## src/sv/mhpq_pkg.sv

```systemverilog
// Shared types and constants for the min-heap priority queue.
// No dependencies; imported by mhpq_cell and min_heap_priority_queue.
package mhpq_pkg;

    localparam int CAPACITY = 128;
    localparam int KEY_W    = 32;
    localparam int COUNT_W  = $clog2(CAPACITY + 1);
    localparam int ENTRY_W  = 8;
    localparam int STATUS_W = 2;

    typedef logic signed [KEY_W-1:0] key_t;
    typedef logic [COUNT_W-1:0]      count_t;

    typedef enum logic {
        MODE_PUSH = 1'b0,
        MODE_POP  = 1'b1
    } mode_t;

    typedef enum logic [STATUS_W-1:0] {
        ST_OK    = 2'd0,
        ST_FULL  = 2'd1,
        ST_EMPTY = 2'd2
    } status_t;

    // Operation broadcast to every cell of the chain.
    typedef struct packed {
        logic push;
        logic pop;
        key_t key;
    } cell_op_t;

endpackage

```

## src/sv/mhpq_cell.sv

```systemverilog
// One slot of the sorted key chain: holds a key, compares it with a pushed key,
// and shifts toward either neighbor. Depends on mhpq_pkg.
module mhpq_cell
    import mhpq_pkg::*;
(
    input  logic     clk,
    input  cell_op_t op,
    input  logic     occupied,
    input  logic     prev_lt,
    input  key_t     prev_val,
    input  key_t     next_val,
    output logic     lt,
    output key_t     val
);

    key_t val_reg;
    key_t val_next;

    // An empty slot sorts after every key; equal keys keep the older one first.
    assign lt  = !occupied || (op.key < val_reg);
    assign val = val_reg;

    always_comb
    begin
        val_next = val_reg;
        if (op.push)
        begin
            if (lt)
            begin
                val_next = prev_lt ? prev_val : op.key;
            end
        end
        else if (op.pop)
        begin
            val_next = next_val;
        end
    end

    always_ff @(posedge clk)
    begin
        val_reg <= val_next;
    end

endmodule

```

## config.mk

```make
export PLATFORM = sky130hd
export DESIGN_NAME = mhpq_cell
export DESIGN_NICKNAME = d
export VERILOG_FILES = /design/src/sv/mhpq_pkg.sv /design/src/sv/mhpq_cell.sv
export SDC_FILE = /design/constraint.sdc
export NUM_CORES = 1
export LEC_CHECK = 0
export ABC_AREA = 1
export BUFFER_PORTS_ARGS = -buffer_cell sky130_fd_sc_hd__buf_2
export CAP_MARGIN = 10
export CORE_ASPECT_RATIO = 0.7
export CORE_MARGIN = 3
export CORE_UTILIZATION = 40
export DETAILED_ROUTE_END_ITERATION = 8
export MAX_ROUTING_LAYER = met4
export PLACE_DENSITY = 0.73
export SYNTH_ARGS = -nofsm -noshare
export SYNTH_HDL_FRONTEND = slang
export SYNTH_SLANG_ARGS = --single-unit
```

## constraint.sdc

```tcl
create_clock -name clk -period 4.25 [get_ports clk]
set_input_delay 0.425 -clock clk [delete_from_list [all_inputs] [get_ports clk]]
set_output_delay 0.425 -clock clk [all_outputs]
set_load 0.02 [all_outputs]
```

==> qor.csv <==
metric;value;unit
avgSynthCellArea;7.79;sq um
cp_max_fo;24;
tightest_slew;1.09;ns
drive_gt1_share;33.9;%
cts_tree;built;
sequentialPowerShare;43.0;%
yosysWarnings;0;
maxCapViolCount;0;
dp.cells;512;
coreArea;5810;sq um
initialDrtViolationCount;86;
largest_reg_flops;32;
clockBufferDepth;2;
whs_path_depth;3;
grt_pass1_wl;10700;microns
fin_worst_skew;0.00340;ns
cp.required;4.20;ns
ant_nets;0;
p_comb_share;33.7;%
post-route-cell-area;3260;sq um
nNetsFinal;576;
hp-class;input pin to flip-flop;
final_core_util;56.0;%
fill_cells;555;
p_leak;1.71;nW
finalPower;0.959;mW
fin_crit_sh;60.4;%
fin_crit;2.57;ns
grt_max_degree;35;
cts-resized-gates;0;
antenna_found_initial;0;
dr.pass1.iters;4;
p_switching;0.326;mW
power.density;294;nW/um^2
fin_ws;1.68;ns
p_int;0.633;mW
min-delay-start;next_val[24];
multiInputGateArea;1280;sq um
setup_viol;0;
cts_setup_buffers;0;
layout_commonest_cell;buf_2;
cts_buffers;5;
outcome;finished clean;
place_congestion;0.784;
peakVddDrop;154;uV
rsz0062_at_grt;no;
dpl_cell_area;3180;sq um
grt.total_usage;19.3;%
finalNonFillerCells;520;
die_h;71.4;microns
cts_sinks;32;
htree_levels;2;
rows;23;
syn_inst;314;
crit_arrival;2.52;ns
drv_slew;0;
swShare;34.0;%
ff2ff_path_depth;14;
criticalPathCategory;flip-flop to flip-flop;
synthesis.nets;446;
clk_pin_slew;0.07;ns
drcViolationCount;0;
die_w;99.5;microns
cts_hold_buf;0;
synth.distinct_cells;18;
grt_pass1_vias;2412;
final_cell_mix;133 x buf_2, 66 x nand2_1, 64 x o21ai_0;
rr_startpoint;val[5];
final_hold_viol_count;0;
vias_per_cell;4.76;
synth_seq_area_share;39.3;%
ys_ff_latch;32;
area_growth;33.1;%
max_freq;389;MHz
ios;134;
clock_latency;0.27;ns
critPathCaptureType;flip-flop;
port_buffers;133;
start_kind;flip-flop;
relSlewSlack;27.4;%
wl_per_cell;13.0;microns
initial_core_util;42.1;%
p_clk_share;23.3;%
syn_area;2450;sq um
die_area;7110;sq um
crit_start;val[5];
drt-total-wl;6760;microns
hold_ws;0.436;ns
place_ws;1.49;ns
root_buffer;clkbuf_8;
antenna-diode-count;0;
dp_hpwl;5280;microns
gr-total-overflow;0;
fin_setup_tns;0;ns
regArea;961;sq um
dr_total_vias;2476;
synthesized netlist by cell type:
| master | number | area [sq um] |
|---|---|---|
| nand2_1 | 66 | 248 |
| o21ai_0 | 64 | 320 |
| inv_1 | 42 | 158 |
| nor2_1 | 39 | 146 |
| edfxtp_1 | 32 | 961 |
| ha_1 | 31 | 388 |
| a21oi_1 | 11 | 55.1 |
| clkbuf_1 | 10 | 37.5 |
| a21oi_2 | 4 | 35.0 |
| o21ai_1 | 4 | 20.0 |
| nand3_1 | 2 | 10.0 |
| nand3_2 | 2 | 20.0 |
| nor3_2 | 2 | 20.0 |
| buf_1 | 1 | 3.75 |
| buf_2 | 1 | 5.00 |
| nand4_1 | 1 | 6.26 |
| nor2_2 | 1 | 6.26 |
| o21a_1 | 1 | 7.51 |
metal layers:
layer | GRT usage [%] | part of all wire (%)
met1 | 24.9 | 45
met2 | 31.9 | 46
met4 | 3.33 | 0.31
met3 | 4.38 | 7.7
met5 | - | 0
worst max-delay path, cell delays in order, from the launching register on:
cell and delay [ns]:
edfxtp_1 0.39, inv_1 0.07, ha_1 0.24, a21oi_2 0.16, nor2_1 0.07, nor3_2 0.10, nand2_1 0.09, nand2_1 0.06
nand2_1 0.05, nand2_1 0.08, nand3_1 0.09, nand3_2 0.09, nand2_1 0.05, nand2_1 0.31, buf_4 0.39
final timing paths:
path / end / slack (ns)
hold / removal: val[24] / 0.44
hold reg to reg: val[9] / 1.39
setup / recovery: val[15] / 1.68
setup reg to reg: val[15] / 1.68
layout make-up:
class                           instances  share of cell area, %
Timing Repair Buffer                  135                   20.9
Inverter                               42                   4.84
Tap cell                               75                   2.88
Clock buffer                            5                   2.11
Sequential cell                        32                   29.5
Clock inverter                          3                  0.422
Multi-Input combinational cell        228                   39.4
power groups by stage:
stage	Clock [mW]	Sequential, mW	Combinational, mW
floorplan	0	0.464	0.152
global placement	0	0.419	0.317
detailed placement	0	0.420	0.327
CTS	0.229	0.413	0.329
global route	0.241	0.417	0.367
finish	0.223	0.412	0.323
logic make-up (layout without fill, tap and decap cells):
logic type | after synthesis | after routing | synth area share, %
buf+inv | 54 | 185 | 8.33
compound gates | 84 | 84 | 17.9
flops | 32 | 32 | 39.3
simple gates | 113 | 113 | 18.7
fa+ha+maj | 31 | 31 | 15.8
Power figures use the tool's default switching activity.
